===== src/design/ple_pkg.sv =====
package ple_pkg;

  // list geometry
  localparam int CAPACITY  = 64;
  localparam int ITEM_BITS = 16;
  localparam int ADDR_W    = $clog2(CAPACITY);
  localparam int CNT_W     = $clog2(CAPACITY + 1);

  // fixed field widths of the stream items
  localparam int MODE_W  = 3;
  localparam int POS_W   = 7;
  localparam int COUNT_W = 7;
  localparam int STAT_W  = 2;

  // common width for comparing a position against the count
  localparam int CMP_W = (CNT_W > POS_W) ? CNT_W : POS_W;

  // command codes
  typedef enum logic [MODE_W-1:0] {
    MODE_INS_HEAD = 3'd0,
    MODE_INS_TAIL = 3'd1,
    MODE_INS_POS  = 3'd2,
    MODE_REM_HEAD = 3'd3,
    MODE_REM_TAIL = 3'd4,
    MODE_REM_POS  = 3'd5,
    MODE_READ     = 3'd6
  } mode_t;

  // result status codes
  typedef enum logic [STAT_W-1:0] {
    STAT_OK     = 2'd0,
    STAT_EMPTY  = 2'd1,
    STAT_BADPOS = 2'd2,
    STAT_FULL   = 2'd3
  } status_t;

  // sequencer states
  typedef enum logic [1:0] {
    ST_IDLE,
    ST_RUN,
    ST_FIN,
    ST_RESP
  } state_t;

endpackage


===== src/design/positional_list_engine.sv =====
// Ordered list of up to 64 handles held in a single-port-write, single-port-read
// memory, driven by a small sequencer that moves one entry per cycle. Each
// command transfer yields exactly one result transfer. A positional insert or
// remove with n entries and position p streams the n-p entries at and above p
// through the memory port, one per cycle, then the count is updated and the
// result is presented until its handshake. A head remove on a full list is the
// longest case; a refused command or an unused mode skips the memory sequence
// and goes straight to the result. The block takes no new command until the
// current result has been transferred. Entry contents are not cleared at
// reset; only the count is, and only entries below the count are ever read.
module positional_list_engine (
  input  logic        clk,
  input  logic        rst,
  input  logic        s_tvalid,
  output logic        s_tready,
  input  logic [31:0] s_tdata,   // mode[2:0], position[9:3], item[25:10], zero pad
  output logic        m_tvalid,
  input  logic        m_tready,
  output logic [31:0] m_tdata    // result_item[15:0], status[17:16], count[24:18], zero pad
);
  import ple_pkg::*;

  // input fields
  logic [MODE_W-1:0]    in_mode;
  logic [POS_W-1:0]     in_pos;
  logic [ITEM_BITS-1:0] in_item;

  assign in_mode = s_tdata[2:0];
  assign in_pos  = s_tdata[9:3];
  assign in_item = s_tdata[25:10];

  // sequencer and datapath registers
  state_t               state, state_next;
  logic [CNT_W-1:0]     cnt, cnt_next;
  logic [MODE_W-1:0]    mode, mode_next;
  logic [ADDR_W-1:0]    where, where_next;
  logic [ITEM_BITS-1:0] item, item_next;
  logic [ITEM_BITS-1:0] got, got_next;
  status_t              status, status_next;
  logic [CNT_W-1:0]     left, left_next;
  logic [ADDR_W-1:0]    src, src_next;
  logic                 pend, pend_next;
  logic [ADDR_W-1:0]    pend_addr, pend_addr_next;

  // memory port
  logic [ITEM_BITS-1:0] mem [CAPACITY];
  logic [ITEM_BITS-1:0] rdata;
  logic                 mem_we;
  logic [ADDR_W-1:0]    mem_waddr;
  logic [ITEM_BITS-1:0] mem_wdata;
  logic                 mem_re;

  // command decode
  status_t              dec_status;
  logic [CMP_W-1:0]     dec_where;
  logic [CNT_W-1:0]     dec_left;
  logic [ADDR_W-1:0]    dec_src;
  logic                 dec_go;
  logic                 is_ins;
  logic                 is_rem;

  // classify the held command
  assign is_ins = (mode == MODE_INS_HEAD) || (mode == MODE_INS_TAIL) ||
                  (mode == MODE_INS_POS);
  assign is_rem = (mode == MODE_REM_HEAD) || (mode == MODE_REM_TAIL) ||
                  (mode == MODE_REM_POS);

  // decode an incoming command against the current count
  always_comb begin
    logic [CMP_W-1:0] c;
    logic [CMP_W-1:0] p;
    c          = CMP_W'(cnt);
    p          = CMP_W'(in_pos);
    dec_status = STAT_OK;
    dec_where  = '0;
    dec_left   = '0;
    dec_src    = '0;
    dec_go     = 1'b0;
    case (in_mode)
      MODE_INS_HEAD, MODE_INS_TAIL, MODE_INS_POS: begin
        if (in_mode == MODE_INS_TAIL) begin
          dec_where = c;
        end else if (in_mode == MODE_INS_POS) begin
          dec_where = p;
        end
        if ((in_mode == MODE_INS_POS) && (p > c)) begin
          dec_status = STAT_BADPOS;
        end else if (cnt >= CNT_W'(CAPACITY)) begin
          dec_status = STAT_FULL;
        end
        dec_left = CNT_W'(c - dec_where);
        dec_src  = ADDR_W'(cnt - CNT_W'(1));
        dec_go   = (dec_status == STAT_OK);
      end
      MODE_REM_HEAD, MODE_REM_TAIL, MODE_REM_POS, MODE_READ: begin
        if (in_mode == MODE_REM_TAIL) begin
          dec_where = c - CMP_W'(1);
        end else if ((in_mode == MODE_REM_POS) || (in_mode == MODE_READ)) begin
          dec_where = p;
        end
        if (cnt == '0) begin
          dec_status = STAT_EMPTY;
        end else if (dec_where >= c) begin
          dec_status = STAT_BADPOS;
        end
        dec_left = (in_mode == MODE_READ) ? CNT_W'(1) : CNT_W'(c - dec_where);
        dec_src  = ADDR_W'(dec_where);
        dec_go   = (dec_status == STAT_OK);
      end
      default: begin
        dec_status = STAT_OK;
      end
    endcase
  end

  // next state, memory control and result capture
  always_comb begin
    state_next     = state;
    cnt_next       = cnt;
    mode_next      = mode;
    where_next     = where;
    item_next      = item;
    got_next       = got;
    status_next    = status;
    left_next      = left;
    src_next       = src;
    pend_next      = pend;
    pend_addr_next = pend_addr;
    mem_we         = 1'b0;
    mem_waddr      = '0;
    mem_wdata      = '0;
    mem_re         = 1'b0;
    case (state)
      ST_IDLE: begin
        if (s_tvalid) begin
          mode_next   = in_mode;
          item_next   = in_item;
          where_next  = ADDR_W'(dec_where);
          status_next = dec_status;
          left_next   = dec_left;
          src_next    = dec_src;
          got_next    = '0;
          pend_next   = 1'b0;
          state_next  = dec_go ? ST_RUN : ST_RESP;
        end
      end
      ST_RUN: begin
        // issue the next read of the run
        if (left != '0) begin
          mem_re         = 1'b1;
          src_next       = is_ins ? src - ADDR_W'(1) : src + ADDR_W'(1);
          left_next      = left - CNT_W'(1);
          pend_next      = 1'b1;
          pend_addr_next = src;
        end else begin
          pend_next  = 1'b0;
          state_next = ST_FIN;
        end
        // retire the read issued last cycle
        if (pend) begin
          if (is_ins) begin
            mem_we    = 1'b1;
            mem_waddr = pend_addr + ADDR_W'(1);
            mem_wdata = rdata;
          end else if (is_rem && (pend_addr != where)) begin
            mem_we    = 1'b1;
            mem_waddr = pend_addr - ADDR_W'(1);
            mem_wdata = rdata;
          end else begin
            got_next = rdata;
          end
        end
      end
      ST_FIN: begin
        // place the new handle, then update the count
        if (is_ins) begin
          mem_we    = 1'b1;
          mem_waddr = where;
          mem_wdata = item;
          cnt_next  = cnt + CNT_W'(1);
        end else if (is_rem) begin
          cnt_next  = cnt - CNT_W'(1);
        end
        state_next = ST_RESP;
      end
      ST_RESP: begin
        if (m_tready) begin
          state_next = ST_IDLE;
        end
      end
      default: begin
        state_next = ST_IDLE;
      end
    endcase
  end

  // control registers
  always_ff @(posedge clk) begin
    if (rst) begin
      state <= ST_IDLE;
      cnt   <= '0;
      pend  <= 1'b0;
    end else begin
      state <= state_next;
      cnt   <= cnt_next;
      pend  <= pend_next;
    end
  end

  // payload registers
  always_ff @(posedge clk) begin
    mode      <= mode_next;
    where     <= where_next;
    item      <= item_next;
    got       <= got_next;
    status    <= status_next;
    left      <= left_next;
    src       <= src_next;
    pend_addr <= pend_addr_next;
  end

  // entry memory
  always_ff @(posedge clk) begin
    if (mem_we) begin
      mem[mem_waddr] <= mem_wdata;
    end
    if (mem_re) begin
      rdata <= mem[src];
    end
  end

  // stream handshake and result packing
  assign s_tready = (state == ST_IDLE);
  assign m_tvalid = (state == ST_RESP);
  assign m_tdata  = {7'b0, COUNT_W'(cnt), status, got};

  // never take a command while a result waits
  a_one_side: assert property (@(posedge clk) disable iff (rst)
    !(s_tready && m_tvalid))
    else $error("command accepted while a result is pending");

  // count stays within capacity
  a_cnt_range: assert property (@(posedge clk) disable iff (rst)
    cnt <= CNT_W'(CAPACITY))
    else $error("entry count above capacity");

  // a refused command reports no handle
  a_zero_item: assert property (@(posedge clk) disable iff (rst)
    m_tvalid && (status != STAT_OK) |-> (got == '0))
    else $error("nonzero handle with error status");

  // count changes only in the finish step
  a_cnt_hold: assert property (@(posedge clk) disable iff (rst)
    (state != ST_FIN) |=> $stable(cnt))
    else $error("count changed outside finish step");

  // a refused command skips the memory sequence
  a_refuse: assert property (@(posedge clk) disable iff (rst)
    s_tvalid && s_tready && (dec_status != STAT_OK) |=> (state == ST_RESP))
    else $error("refused command entered the sequencer");

endmodule


===== config.mk =====
export PLATFORM = sky130hd
export DESIGN_NAME = positional_list_engine
export DESIGN_NICKNAME = d
export VERILOG_FILES = /design/src/design/ple_pkg.sv /design/src/design/positional_list_engine.sv
export SDC_FILE = /design/constraint.sdc
export NUM_CORES = 1
export LEC_CHECK = 0
export BUFFER_PORTS_ARGS = -buffer_cell sky130_fd_sc_hd__buf_2
export CAP_MARGIN = 40
export CORE_ASPECT_RATIO = 1.75
export CORE_UTILIZATION = 25
export CTS_BUF_LIST = sky130_fd_sc_hd__clkbuf_8 sky130_fd_sc_hd__clkbuf_16
export CTS_CLUSTER_SIZE = 40
export DETAILED_ROUTE_END_ITERATION = 12
export HOLD_SLACK_MARGIN = 0.02
export SLEW_MARGIN = 20
export SYNTH_ARGS = -nofsm -noshare
export SYNTH_HDL_FRONTEND = slang
export SYNTH_SLANG_ARGS = --single-unit

===== constraint.sdc =====
create_clock -name clk -period 5.2 [get_ports clk]
set_input_delay 1.56 -clock clk [delete_from_list [all_inputs] [get_ports clk]]
set_output_delay 1.56 -clock clk [all_outputs]
set_load 0.03 [all_outputs]

==> results.md, run 1 <==
- I/O Buffers: 56
- DRT Wirelength: 113,000 um
- Critical path, cell by cell: a21o_1, inv_2, or3_4, o21a_1, a21o_1, nand3b_1, nor2_1, buf_4
- Number of detailed-route iterations in the first pass: 5
- Pin count of the biggest net entering global routing: 84
- Total number of vias: roughly 22,000
- Fraction of synthesized area in multiplexers: 16.1%
- DP HPWL: roughly 70,000 um
- Yosys warning count: 0
- 1st-iter DRT viols: 1,730
- Critical path class: flip-flop to flip-flop
- Initial core utilization: roughly a quarter
- CTS resizes: 0
- Gpl congestion: between 0.8 and 0.9
- TritonCTS Buffers: 91
- Fin Clk Skew: around 28 ps
- I/O pin total: 70
- Number of post-CTS setup repair buffers: 0
- DRC viols: 0
- Asr flop ratio synth: 0%
- Outcome: finished, final reports clean
- Final setup fails: 0
- Final nets: 2,410
- Slowest-stage cell, CP: a21o_1
- Reg clk slew, reported paths: approximately 70 ps
- Core Area: about 180,000 um^2
- Post-route cell area: a little over 50,000 um^2
- Die Y: 563 um
- Req. time, crit path: 5520 ps
- GRT Residual Overflow: 0
- Post-place instance area: 49,000 um^2
- Die Width: roughly 320 um
- Post-route ant nets: 0
- Crit-path leading delay family: simple AND/OR/NAND/NOR gates
- Final Cycle Share: about four fifths
- Worst Path Buf+Inv: 2
- Via count of the first global-routing pass: 22,900
- Clk root buf: clkbuf_16
- Max H-tree Level: 3
- Cell variety after synth: between 80 and 90
- FF+latch count, synth: around 1,100
- Post-synth top area cell: edfxtp_1
- Share of layout cells above drive strength 1: 27.9%
- Top-area cell type share of the netlist area: roughly three quarters
- Area of the mapped netlist: between 40,000 and 50,000 um^2
- Worst stage delay on the critical path: approximately 600 ps
- Max Slew Vio Count: 0
- CTS sink cnt: approximately 1,100
- Largest family of logic cells by synthesized area: multiplexers
- Slew Limit Headroom: 45.8%
- Power per cell area: about 500 nW/um^2
- Max FO, Critical Path: 18
- Fmax achieved: ~240 MHz
- Clk buf depth: 3
- Drt via density: between 4 and 5
- DR WL/cell: roughly 24 um
- Worst slew pin tran: ~800 ps
- Final hold violation count: 0
- P_leak: 15.6 nW
- Setup_tns: 0 ps
- Overall routing resource usage: between 10% and 20%
- Min Clock Period, post-route: 4170 ps
- Fill cell count: 17,500
- Most used DFF post-synth: edfxtp_1
- Total of max-cap violations: 0
- Worst Hold Class: flip-flop to flip-flop
- Power Total: ~26 mW
- Row count: 205
- RSZ-0062 raised after global routing: no
- First-pass GRT wire length: 162,000 um
- CP endpoint kind: flip-flop
- Compound-gate portion of the synthesized area: 3.22%
- Top cells by area, synth: edfxtp_1, mux4_2, ha_1
- Sequential area share after synthesis: roughly three quarters
- Critical path data arrival time: around 4500 ps
- Worst skew pair latency: 680 ps
- Post-Synth XOR/XNOR Area: less than 1%
- CP Launch Type: flip-flop
- Post-synth EDFFs: 1,102
- Simple-Gate Fraction of Synth Area: under 10%
- Most used cell, CP: a21o_1
- Die Footprint: between 150,000 and 200,000 um^2
- Synth Area in Adders: under 10%
- Mean Syn Cell Area: around 21 um^2
- Synth Instances: 2,177
- Layout area overhead: 15.3%
- Antenna violations before repair: 9
- CTS tree: built
- Worst vdd ir: 0.505 mV
- Hold buffers post-CTS: 0
layout by cell type, fill, tap and decap left out, drive strengths merged, types with 35 or more instances in the layout:
cell    count
nor2      100
edfxtp   1102
mux4      320
clkbuf     93
ha         35
buf       177
inv        61
a21oi      39
nand2      72
a22oi      42
per-stage QoR:
step	setup WS [ps]	std cells	utilization (%)	hold slack, ps
after floorplan	730	2183	-	424
after global placement	495	4616	27.4	543
after detailed placement	546	4621	27.5	551
after CTS	1050	4781	29.0	569
after global routing	848	4787	29.1	597
final	1030	4790	29.1	567
cells by family after synthesis:
group / after synthesis
AO/OA/AOI/OAI: 205
XOR/XNOR: 41
adder cells (fa/ha/maj): 38
buffers and inverters: 149
flip-flops: 1112
multiplexers: 326
other: 1
AND/OR/NAND/NOR: 305
area by class of cell:
type / instances / area (um^2) / share of cell area, %
antenna: 7 / 17.5 / 0.0338
clock buffer: 93 / 2330 / 4.48
clock inverter: 67 / 484 / 0.933
inverter: 32 / 120 / 0.231
multi-input combinational: 922 / 11300 / 21.8
sequential: 1112 / 33300 / 64.1
tap: 2380 / 2980 / 5.74
timing repair buffer: 177 / 1380 / 2.66
routing by layer:
metal,vias up,GRT usage [%],wire (um)
met5,-,0,19
met3,205,1.59,4930
met2,595,23.1,61600
met4,2,7.25,6700
li1,9363,-,-
met1,11700,13.2,39900
worst paths after layout:
kind,start,endpoint,slack (ps),cells past startpoint
max reg2reg,mode[1],mem[26][9],1030,8
min,rdata[4],got[4],570,1
min reg2reg,rdata[4],got[4],570,1
max,mode[1],mem[26][9],1030,8
where the power goes:
part	leakage, nW	internal (mW)	total, mW	switching, mW
sequential	9.73	10.4	10.7	0.281
combinational	4.40	3.54	8.19	4.65
clock	1.47	3.55	6.69	3.15
worst reg2reg max path, stage by stage, from the launching register on:
cell	delay (ps)
edfxtp_1	430
a21o_1	600
inv_2	350
or3_4	500
o21a_1	370
a21o_1	310
nand3b_1	570
nor2_1	270
buf_4	390
cells in the mapped netlist, types with 10 or more instances:
library cell,n
o22ai_1,14
o21ai_0,30
dfxtp_1,10
xor2_1,12
a21o_1,10
edfxtp_1,1102
a22oi_1,41
a21oi_1,38
xnor2_1,29
buf_2,29
and2_1,21
clkbuf_1,65
nand3_1,18
buf_1,14
nor2_1,100
inv_1,30
ha_1,35
nand2_1,71
nor2b_1,23
nor3_1,16
mux4_2,320
registers in the layout, indices dropped and copies added, names as in the netlist:
signal and count:
cnt 7, got 16, item 16, left 7
mem 1024, mode 3, pend 1, pend_addr 6
rdata 16, src 6, state 2, status 2
where 6
(Power assumes the default switching activity.)
==> run 2, diff against run 1 <==
--- a/config.mk
+++ b/config.mk
@@ -5,6 +5,7 @@
 export SDC_FILE = /design/constraint.sdc
 export NUM_CORES = 1
 export LEC_CHECK = 0
+export ABC_AREA = 1
 export BUFFER_PORTS_ARGS = -buffer_cell sky130_fd_sc_hd__buf_2
 export CAP_MARGIN = 40
 export CORE_ASPECT_RATIO = 1.75
==> constraint.sdc (replaced) <==
create_clock -name clk -period 4 [get_ports clk]
set_input_delay 1.2 -clock clk [delete_from_list [all_inputs] [get_ports clk]]
set_output_delay 1.2 -clock clk [all_outputs]
set_load 0.03 [all_outputs]
==> results.md, run 2 <==
- Outcome: finished, final reports clean
- Core Area: 182,000 um^2 (+1.7%)
- Post-synth EDFFs: 1,102 (unchanged)
- Power Total: 36.2 mW (+42%)
- Hold slack: 499 ps (-67.7 ps)
- Layout area overhead: 15.6%
- GRT Residual Overflow: 0 (unchanged)
- Initial core utilization: 25.1% (-0.097 points)
- Commonest cells in the netlist: edfxtp_1, nor2_1, o21ai_0, o22ai_1, nand2_1
- Switching portion of total power: 38.4% (+6.9 points)
- Asr flop ratio synth: 0% (unchanged)
- Sequential area share after synthesis: 73.0% (-0.96 points)
- I/O pin total: 70 (unchanged)
- Max H-tree Level: 3 (unchanged)
- DR WL/cell: 21.2 um (-10%)
- Share of layout cells above drive strength 1: 11.1% (-17 points)
- Mean Syn Cell Area: 12.6 um^2 (-39%)
- Critical R2R Launch: src[0]
- Post-route ant nets: 0 (unchanged)
- Critical path, cell by cell: inv_8, o21ai_0, o22ai_1, nor2_1, o221ai_1, nand3_1, nand2_1
- Switching power: 13.9 mW (+72%)
- Comb pwr share: 35.8% (+3.8 points)
- Worst skew pair latency: 710 ps (+30 ps)
- Post-synth top area cell: edfxtp_1
- Top cells by area, synth: edfxtp_1, o21ai_0, nor2_1
- Total of max-cap violations: 0 (unchanged)
- Synth Instances: 3,626 (+67%)
- Worst R2R Path Depth: 7 (-1)
- Gpl congestion: 0.903 (+5.7%)
- Max FO, Critical Path: 125 (+107)
- Count leader, synth: edfxtp_1
- Worst flop-to-flop path endpoint: rdata[8]
- Seq pwr share: 38.3% (-3.5 points)
- Critical path class: flip-flop to flip-flop
- P_leak: 16.6 nW (+6.7%)
- 1st-iter DRT viols: 2,427 (+40%)
- Via count of the first global-routing pass: 29,200 (+28%)
- Commonest non-fill, non-tap cell in the layout: edfxtp_1
- Multi-input logic area: 11,100 um^2 (-1.8%)
- CP Launch Type: flip-flop
- Post-route cell area: 52,700 um^2 (+1.6%)
- Final Util: 29.1% (about the same)
- CP endpoint kind: flip-flop
- Setup_tns: 0 ps (unchanged)
- DP HPWL: 82,200 um (+17%)
- Hold buffers post-CTS: 0 (unchanged)
- Post-place instance area: 49,600 um^2 (+1.3%)
- RSZ-0062 raised after global routing: no
- Clock Power Share: 25.9% (-0.3 points)
- Yosys warning count: 0 (unchanged)
- Total number of vias: 29,900 (+37%)
- Worst stage delay on the critical path: 690 ps (+90 ps)
- Worst vdd ir: 0.473 mV (-6.3%)
- Number of post-CTS setup repair buffers: 0 (unchanged)
- Die Y: 567 um (+0.65%)
- Cell variety after synth: 51 (-39%)
- Area of the mapped netlist: 45,600 um^2 (+1.3%)
- Final setup fails: 0 (unchanged)
- Number of detailed-route iterations in the first pass: 5 (unchanged)
- Power per cell area: 686 nW/um^2 (+39%)
- Reg clk slew, reported paths: 70 ps (about the same)
- Reg2Reg Setup Slack: 540 ps (-490 ps)
- CTS resizes: 0 (unchanged)
- Min Clock Period, post-route: 3460 ps (-712 ps)
- I/O Buffers: 56 (unchanged)
- Antenna violations before repair: 3 (-6)
- Overall routing resource usage: 13.8% (+1.5 points)
- TritonCTS Buffers: 94 (+3.3%)
- Fill cell count: 18,200 (+4.0%)
- Worst Hold Class: flip-flop to flip-flop
- CTS tree: built
- Clk buf depth: 3 (unchanged)
- Critical path data arrival time: 3890 ps (-600 ps)
- Final nets: 3,789 (+57%)
- Max reg flops: 1,024 (unchanged)
- Die Width: 325 um (+0.65%)
- DRC viols: 0 (unchanged)
- Drt via density: 4.83 (+5.7%)
- Fmax achieved: 289 MHz (+21%)
- Clk root buf: clkbuf_16
- CTS sink cnt: 1,112 (unchanged)
- Final Cycle Share: 86.4% (+6.2 points)
- Top-area cell type share of the netlist area: 72.5% (-0.95 points)
- Reg area: 33,300 um^2 (unchanged)
- Pint: 22.3 mW (+27%)
- Pin count of the biggest net entering global routing: 130 (+55%)
- Commonest non-fill, non-tap cells in the layout: edfxtp_1, nor2_1, o21ai_0, o22ai_1, nand2_1
- First-pass GRT wire length: 191,000 um (+18%)
- FF+latch count, synth: 1,112 (unchanged)
- Worst slew pin tran: 921 ps (+116 ps)
- Hold_sp: pend
- Max Slew Vio Count: 0 (unchanged)
- Die Footprint: 184,000 um^2 (+1.3%)
- Final hold violation count: 0 (unchanged)
- Row count: 207 (+0.98%)
- Biggest register: mem
- Slew Limit Headroom: 38.6% (-7.2 points)
- Req. time, crit path: 4430 ps (-1090 ps)
- Slowest-stage cell, CP: edfxtp_1
- Hold depth: 2 (+1)
- DRT Wirelength: 131,000 um (+16%)
- Most used DFF post-synth: edfxtp_1
- Fin Clk Skew: 33.8 ps (+5.39 ps)
- Endpoint, Worst Hold: pend
-- run 2: cell types whose count changed after synthesis, moves of 32 or more --
cell      previous run  this run
a22oi_1             41         2
clkbuf_1            65       176
inv_1               30       100
mux4_2             320         0
nand2_1             71       177
nand3_1             18        50
nor2_1             100       706
o211ai_1             8        67
o21ai_0             30       657
o22ai_1             14       281
-- run 2: worst max-delay path, delay by kind of cell, from the launching register on --
family	cells	cell delay (ps)
AOI/OAI and AO/OA	3	930
DFF	1	690
buffers and inverters	1	380
and+or+nand+nor	3	1130
-- run 2: area by class of cell --
type	instances	area share, %
clock inverters	73	1.37
clock buffers	95	4.51
diodes	1	0.00474
multi-input cells	2168	21.0
repair buffers	230	3.47
well taps	2403	5.70
flip-flops and latches	1112	63.1
inverters	109	0.804
-- run 2: cells by family after synthesis --
logic type,Yosys count,share of synthesized area (%)
compound gates,1120,13.8
buf+inv,352,3.16
flops,1112,73.0
fa+ha+maj,38,1.09
mux,1,0.0219
other cells,1,0.00822
simple gates,982,8.55
xor+xnor,20,0.384
-- run 2: metrics by stage --
step,std cells,worst slack (ps)
finish,6191,544
global route,6191,484
CTS,6190,614
detailed placement,6022,162
global placement,6021,13.5
floorplan,3632,164
-- run 2: per-layer routing --
layer | vias to the layer above | global-route usage, % | routed length [um]
met2 | 1014 | 25.4 | 68400
met3 | 298 | 1.51 | 6040
li1 | 13600 | - | -
met1 | 15000 | 14.5 | 46300
met4 | 0 | 10.5 | 10500
met5 | - | 0 | 0
-- run 2: worst max path at each step --
stage                from    endpoint  slack [ps]  cells after the start
2_1_floorplan    state[0]  mem[0][10]         160                      6
3_3_place_gp   s_tdata[2]     left[5]          10                     17
3_5_place_dp   s_tdata[0]     left[6]         160                     19
4_1_cts            src[0]    rdata[5]         610                     10
5_1_grt            src[0]    rdata[5]         480                     10
6_report           src[0]    rdata[8]         540                      7
-- run 2: power by group through the flow --
stage	sequential [mW]	clock (mW)	combinational (mW)
after floorplan	14.2	0	7.30
after global placement	14.1	0	12.7
after detailed placement	14.1	0	12.9
after CTS	13.9	9.56	12.9
after global routing	13.9	9.95	13.8
final	13.9	9.38	13.0
